[config.mk]
export PLATFORM = sky130hd
export DESIGN_NAME = byte_frequency_first_seen_table_top
export DESIGN_NICKNAME = d
export VERILOG_FILES = /design/src/sv/bfst_pkg.sv /design/src/sv/byte_frequency_first_seen_table_top.sv /design/src/sv/bfst_table.sv
export SDC_FILE = /design/constraint.sdc
export NUM_CORES = 2
export LEC_CHECK = 0
export ABC_CLOCK_PERIOD_IN_PS = 14350
export BUFFER_PORTS_ARGS = -buffer_cell sky130_fd_sc_hd__buf_4
export CAP_MARGIN = 20
export CORE_MARGIN = 4
export CORE_UTILIZATION = 40
export CTS_BUF_LIST = sky130_fd_sc_hd__clkbuf_4
export DETAILED_ROUTE_END_ITERATION = 6
export SLEW_MARGIN = 20
export SYNTH_ARGS = -nofsm -noshare
export SYNTH_HDL_FRONTEND = slang
export SYNTH_SLANG_ARGS = --single-unit
[constraint.sdc]
create_clock -name clk -period 14.35 [get_ports clk]
set_input_delay 2.87 -clock clk [delete_from_list [all_inputs] [get_ports clk]]
set_output_delay 2.87 -clock clk [all_outputs]
set_load 0.02 [all_outputs]
[src/sv/bfst_pkg.sv]
// Shared types and constants for the byte frequency first-seen table.
// Used by bfst_table and byte_frequency_first_seen_table_top.
package bfst_pkg;

	localparam int DEF_TABLE_ENTRIES = 64;
	localparam int CNT_W             = 7;   // entry counter / distinct count width
	localparam int OCC_W             = 16;
	localparam logic [OCC_W-1:0] SAT16 = 16'hFFFF;

	localparam logic KIND_BYTE = 1'b0;
	localparam logic KIND_END  = 1'b1;

	typedef struct packed {
		logic       kind;
		logic [7:0] char_value;
	} item_t;

	typedef struct packed {
		logic [7:0]       symbol;
		logic [OCC_W-1:0] occurrences;
		logic             entry_valid;
		logic [CNT_W-1:0] distinct_count;
		logic [OCC_W-1:0] total_length;
		logic             overflowed;
		logic             last;
	} result_t;

	typedef struct packed {
		logic [7:0]       symbol;
		logic [OCC_W-1:0] count;
	} entry_t;

endpackage

[src/sv/byte_frequency_first_seen_table_top.sv]
// Byte histogram in first-seen order, one sequential compare unit over the table.
// A byte word is compared with the table entries one by one (one read/compare per
// entry, one table read port); once the table overflowed it only counts the length. An end word
// reads each entry out in turn through the single read port, and output stalls can hold it.
// One word is worked on at a time. arst_n clears control state and counters;
// the entry store is not cleared. Depends on bfst_pkg and bfst_table.
module byte_frequency_first_seen_table_top #(
	parameter int TABLE_ENTRIES = bfst_pkg::DEF_TABLE_ENTRIES
) (
	input  logic              clk,
	input  logic              arst_n,
	input  logic              item_valid,
	output logic              item_ready,
	input  bfst_pkg::item_t   item,
	output logic              result_valid,
	input  logic              result_ready,
	output bfst_pkg::result_t result
);

	localparam int IDX_W = (TABLE_ENTRIES > 1) ? $clog2(TABLE_ENTRIES) : 1;
	localparam logic [bfst_pkg::CNT_W-1:0] NUM_ENTRIES = bfst_pkg::CNT_W'(TABLE_ENTRIES);

	typedef enum logic [3:0] {
		ST_IDLE   = 4'b0001,
		ST_SCAN   = 4'b0010,
		ST_RPT    = 4'b0100,
		ST_RPT_LD = 4'b1000
	} state_t;

	state_t                         state_q;
	logic [bfst_pkg::CNT_W-1:0]     idx_q;
	logic [bfst_pkg::CNT_W-1:0]     cmp_idx_q;
	logic                           rd_pend_q;
	logic [7:0]                     char_q;
	logic [bfst_pkg::CNT_W-1:0]     used_q;
	logic [bfst_pkg::OCC_W-1:0]     len_q;
	logic                           full_q;
	logic                           out_valid_q;
	bfst_pkg::result_t              out_q;

	logic                           in_acc;
	logic                           out_acc;
	logic                           out_free;
	logic                           hit;
	logic                           wr_en;
	logic [IDX_W-1:0]               wr_addr;
	bfst_pkg::entry_t               wr_data;
	bfst_pkg::entry_t               rd_data;
	logic [bfst_pkg::OCC_W-1:0]     cnt_inc;

	assign item_ready   = (state_q == ST_IDLE);
	assign in_acc       = item_valid && item_ready;
	assign out_acc      = out_valid_q && result_ready;
	assign out_free     = !out_valid_q || result_ready;
	assign result_valid = out_valid_q;
	assign result       = out_q;

	assign hit     = rd_pend_q && (rd_data.symbol == char_q);
	assign cnt_inc = (rd_data.count == bfst_pkg::SAT16) ? bfst_pkg::SAT16
	                                                     : rd_data.count + 16'd1;

	// table write: count bump on a hit, new entry on a miss with room left
	always_comb begin
		wr_en   = 1'b0;
		wr_addr = cmp_idx_q[IDX_W-1:0];
		wr_data = '{symbol: char_q, count: cnt_inc};
		if (state_q == ST_SCAN) begin
			if (hit) begin
				wr_en = 1'b1;
			end else if (idx_q == used_q && used_q < NUM_ENTRIES) begin
				wr_en   = 1'b1;
				wr_addr = used_q[IDX_W-1:0];
				wr_data = '{symbol: char_q, count: 16'd1};
			end
		end
	end

	bfst_table #(
		.TABLE_ENTRIES(TABLE_ENTRIES),
		.IDX_W        (IDX_W)
	) u_table (
		.clk    (clk),
		.wr_en  (wr_en),
		.wr_addr(wr_addr),
		.wr_data(wr_data),
		.rd_addr(idx_q[IDX_W-1:0]),
		.rd_data(rd_data)
	);

	always_ff @(posedge clk or negedge arst_n) begin
		if (!arst_n) begin
			state_q     <= ST_IDLE;
			idx_q       <= '0;
			cmp_idx_q   <= '0;
			rd_pend_q   <= 1'b0;
			char_q      <= '0;
			used_q      <= '0;
			len_q       <= '0;
			full_q      <= 1'b0;
			out_valid_q <= 1'b0;
		end else begin
			if (out_acc) begin
				out_valid_q <= 1'b0;
			end
			unique case (state_q)
				ST_IDLE: begin
					if (in_acc) begin
						idx_q     <= '0;
						rd_pend_q <= 1'b0;
						char_q    <= item.char_value;
						if (item.kind == bfst_pkg::KIND_END) begin
							state_q <= ST_RPT;
						end else begin
							if (len_q != bfst_pkg::SAT16) begin
								len_q <= len_q + 16'd1;
							end
							if (!full_q) begin
								state_q <= ST_SCAN;
							end
						end
					end
				end
				ST_SCAN: begin
					if (hit) begin
						state_q <= ST_IDLE;
					end else if (idx_q == used_q) begin
						// every entry compared, byte is new
						if (used_q < NUM_ENTRIES) begin
							used_q <= used_q + 7'd1;
						end else begin
							full_q <= 1'b1;
						end
						state_q <= ST_IDLE;
					end else begin
						cmp_idx_q <= idx_q;
						rd_pend_q <= 1'b1;
						idx_q     <= idx_q + 7'd1;
					end
				end
				ST_RPT: begin
					if (out_free) begin
						if (used_q == '0) begin
							out_valid_q <= 1'b1;
							used_q      <= '0;
							len_q       <= '0;
							full_q      <= 1'b0;
							state_q     <= ST_IDLE;
						end else begin
							// read issued at idx_q this cycle
							state_q <= ST_RPT_LD;
						end
					end
				end
				ST_RPT_LD: begin
					out_valid_q <= 1'b1;
					idx_q       <= idx_q + 7'd1;
					if (idx_q + 7'd1 == used_q) begin
						used_q  <= '0;
						len_q   <= '0;
						full_q  <= 1'b0;
						state_q <= ST_IDLE;
					end else begin
						state_q <= ST_RPT;
					end
				end
				default: begin
					state_q <= ST_IDLE;
				end
			endcase
		end
	end

	// result payload, loaded only while the output slot is free
	always_ff @(posedge clk) begin
		if (state_q == ST_RPT && out_free && used_q == '0) begin
			out_q <= '{symbol: 8'd0, occurrences: 16'd0, entry_valid: 1'b0,
			           distinct_count: 7'd0, total_length: len_q,
			           overflowed: full_q, last: 1'b1};
		end else if (state_q == ST_RPT_LD) begin
			out_q <= '{symbol: rd_data.symbol, occurrences: rd_data.count,
			           entry_valid: 1'b1, distinct_count: used_q,
			           total_length: len_q, overflowed: full_q,
			           last: (idx_q + 7'd1 == used_q)};
		end
	end

endmodule

[src/sv/bfst_table.sv]
// Entry store: symbol and count per table entry, one write and one read port.
// Read data registered. Depends on bfst_pkg.
module bfst_table #(
	parameter int TABLE_ENTRIES = bfst_pkg::DEF_TABLE_ENTRIES,
	parameter int IDX_W         = 6
) (
	input  logic                  clk,
	input  logic                  wr_en,
	input  logic [IDX_W-1:0]      wr_addr,
	input  bfst_pkg::entry_t      wr_data,
	input  logic [IDX_W-1:0]      rd_addr,
	output bfst_pkg::entry_t      rd_data
);

	bfst_pkg::entry_t mem_q [TABLE_ENTRIES];

	always_ff @(posedge clk) begin
		if (wr_en) begin
			mem_q[wr_addr] <= wr_data;
		end
		rd_data <= mem_q[rd_addr];
	end

endmodule

==> results_dict.tcl <==
set metrics [dict create \
    outcome "finished clean" \
    hp-class "reg -> reg" \
    grt_max_degree 125 \
    max_freq_mhz 179.8 \
    hold_buffers 0 \
    antenna_found_initial 9 \
    post_drt_wl_per_cell_um 29.24 \
    path_delay_family "flip-flops" \
    holdWs_ns 0.4599 \
    power.switching_mw 4.211 \
    fp.dieH_um 408.6 \
    worstSetupStartpointType "register" \
    slew-limit-headroom_pct 13.09 \
    syn-num-nets 2968 \
    hold_violations 0 \
    fin_ws_ns 8.787 \
    fin_crit_ns 5.563 \
    synth_area_per_cell_um2 21.76 \
    mostFrequentLayoutCells "edfxtp_1 (1,553), clkbuf_4 (619), mux4_2 (480)" \
    die_w_um 408.6 \
    internal_power_mw 9.181 \
    drt-initial-drc-count 3725 \
    cts-root-buf "clkbuf_4" \
    dieArea_um2 166900 \
    p_comb_share_pct 23.8 \
    grt_pass1_vias 32253 \
    post-route-period-util_pct 38.77 \
    p_seq_share_pct 47.0 \
    drt-total-wl_um 167400 \
    row_count 146 \
    worst-r2r-setup-slack_ns 9.73 \
    fin_setup_tns_ns 0 \
    switching_share_pct 31.44 \
    place_ws_ns 8.636 \
    cp_max_fo 11 \
    final_common_cell "edfxtp_1" \
    power.density_nw_per_um2 183.2 \
    path_class "reg -> out" \
    drcViolationCount 0 \
    synth_seq_area_share_pct 76.43 \
    finClkSkew_ns 0.07725 \
    slowest_stage "dfstp_2" \
    netlist_area_um2 64180 \
    htree_levels 5 \
    pwr-share-clk_pct 29.2 \
    overflow 0 \
    ir_drop_uv 140.9 \
    nNetsFinal 3371 \
    io_buffer_count 64 \
    path_buf_inv 1 \
    detailed_place_hpwl_um 100300 \
    ys_async_sr_fraction_pct 3.070 \
    vias_per_cell 5.658 \
    track_usage_pct 19.91 \
    floorplan.core_area_um2 158900 \
    drv_cap 0 \
    critPathCaptureType "primary output" \
    synth_edf_count 1553 \
    first_pass_iters 5 \
    final_antenna_net_count 0 \
    critPathMaxStageDelay_ns 0.63 \
    cts_tree "done" \
    boundaryPins 65 \
    cts_resized 0 \
    area_growth_pct 13.87 \
    synthDistinctLibCells 63 \
    insertion_delay_ns 1.31 \
    required_ns 11.48 \
    setup_violations 0 \
    cp_cell_sequence "nor4b_2 -> buf_4" \
    grt_pass1_wl_um 237200 \
    synth_seq_cells 1661 \
    cts_buffers 429 \
    postCtsSetupBuffers 0 \
    cp.arrival_ns 2.69 \
    gp_congestion 0.8786 \
    rsz0062_at_grt "no" \
    layout-drive-gt1-share_pct 37.97 \
    numClockSinks 1661 \
    synth_warnings 0 \
    initial_core_util_pct 40.38 \
    slew_violations 0 \
    via_count 32384 \
    synth_cells 2950 \
    clockBufferDepth 4 \
    synth-main-ff-cell "edfxtp_1" \
    worst_slew_pin_slew_ns 1.292 \
    p_leak_nw 22.84 \
    clk_pin_slew_ns 0.07 \
]
==> worst min-delay path, stage by stage (launching register included) <==
cell     delay [ns]
dfxtp_1        0.31
nand2_1        0.05
a21oi_1        0.05
==> per-stage QoR <==
| stage | instance area (µm²) | util (%) | instances | power (mW) |
|---|---|---|---|---|
| global route | 73080 | 45.98 | 5722 | 13.93 |
| CTS | 73050 | 45.96 | 5714 | 13.52 |
| global placement | 67850 | 42.69 | 4994 | 9.579 |
| floorplan | 64180 | - | 2950 | 8.042 |
| detailed placement | 67850 | 42.69 | 4994 | 9.613 |
| finish | 73080 | 45.99 | 5724 | 13.39 |
==> layout make-up <==
class                      count  area [µm²]
fill                       13403       85840
sequential                  1661       49070
multi-input combinational   1119       15090
clock buffer                 619        4647
tap                         2072        2592
timing repair buffer         134        1069
clock inverter               101       550.5
inverter                       8       37.54
antenna                       10       25.02
==> cell usage after synthesis, types with 23 or more instances <==
library cell  count  area (µm²)
edfxtp_1       1553       46630
mux4_2          480       10810
nand2_1         144       540.5
nor2_1          117       439.2
clkbuf_1        104       390.4
dfxtp_1          57        1141
dfrtp_1          50        1251
a22oi_1          49       367.9
a21oi_1          44       220.2
buf_2            37       185.2
nor3_1           25       125.1
o21ai_0          24       120.1
nand3_1          23       115.1
==> power by group through the flow <==
stage / clock (mW) / sequential [mW] / combinational, mW
after CTS: 4.01 / 6.30 / 3.21
after global placement: 0 / 6.40 / 3.18
after detailed placement: 0 / 6.40 / 3.21
after global routing: 4.29 / 6.31 / 3.33
after floorplan: 0 / 6.40 / 1.65
final: 3.91 / 6.30 / 3.18
==> final timing paths <==
check | from | endpoint | cells after the start
worst max-delay path | state_q[0] | item_ready | 2
worst min-delay path | result[24] | result[24] | 2
worst max register to register | idx_q[1] | u_table.mem_q[45][12] | 7
worst min register to register | result[24] | result[24] | 2
max in group asynchronous | arst_n | char_q[5] | 1
min in group asynchronous | arst_n | state_q[2] | 1
==> kinds of logic after synthesis <==
family                   count (synthesis)  synth area share, %
buffers and inverters                  170                1.068
multiplexers                           497                17.13
AND/OR/NAND/NOR                        406                2.979
XOR/XNOR                                31               0.4230
adder cells (fa/ha/maj)                  5              0.09747
AO/OA/AOI/OAI                          180                1.879
flip-flops                            1661                76.43
==> registers in the layout (all words and copies together) (netlist names) <==
| name | count |
|---|---|
| cmp_idx_q | 6 |
| idx_q | 7 |
| len_q | 16 |
| u_table.mem_q | 1536 |
| char_q | 8 |
| u_table.rd_data | 24 |
| full_q | 1 |
| state_q | 4 |
| result | 50 |
| result_valid | 1 |
| used_q | 7 |
| rd_pend_q | 1 |
==> per-layer routing <==
metal | global-route usage (%) | up-vias | part of all wire [%]
li1 | - | 13464 | -
met1 | 28.41 | 17152 | 42
met2 | 30.18 | 1526 | 47
met3 | 5.244 | 242 | 8.8
met4 | 6.221 | 0 | 2.4
met5 | 0 | - | 0
No activity file was read; power rests on OpenSTA's default activity.
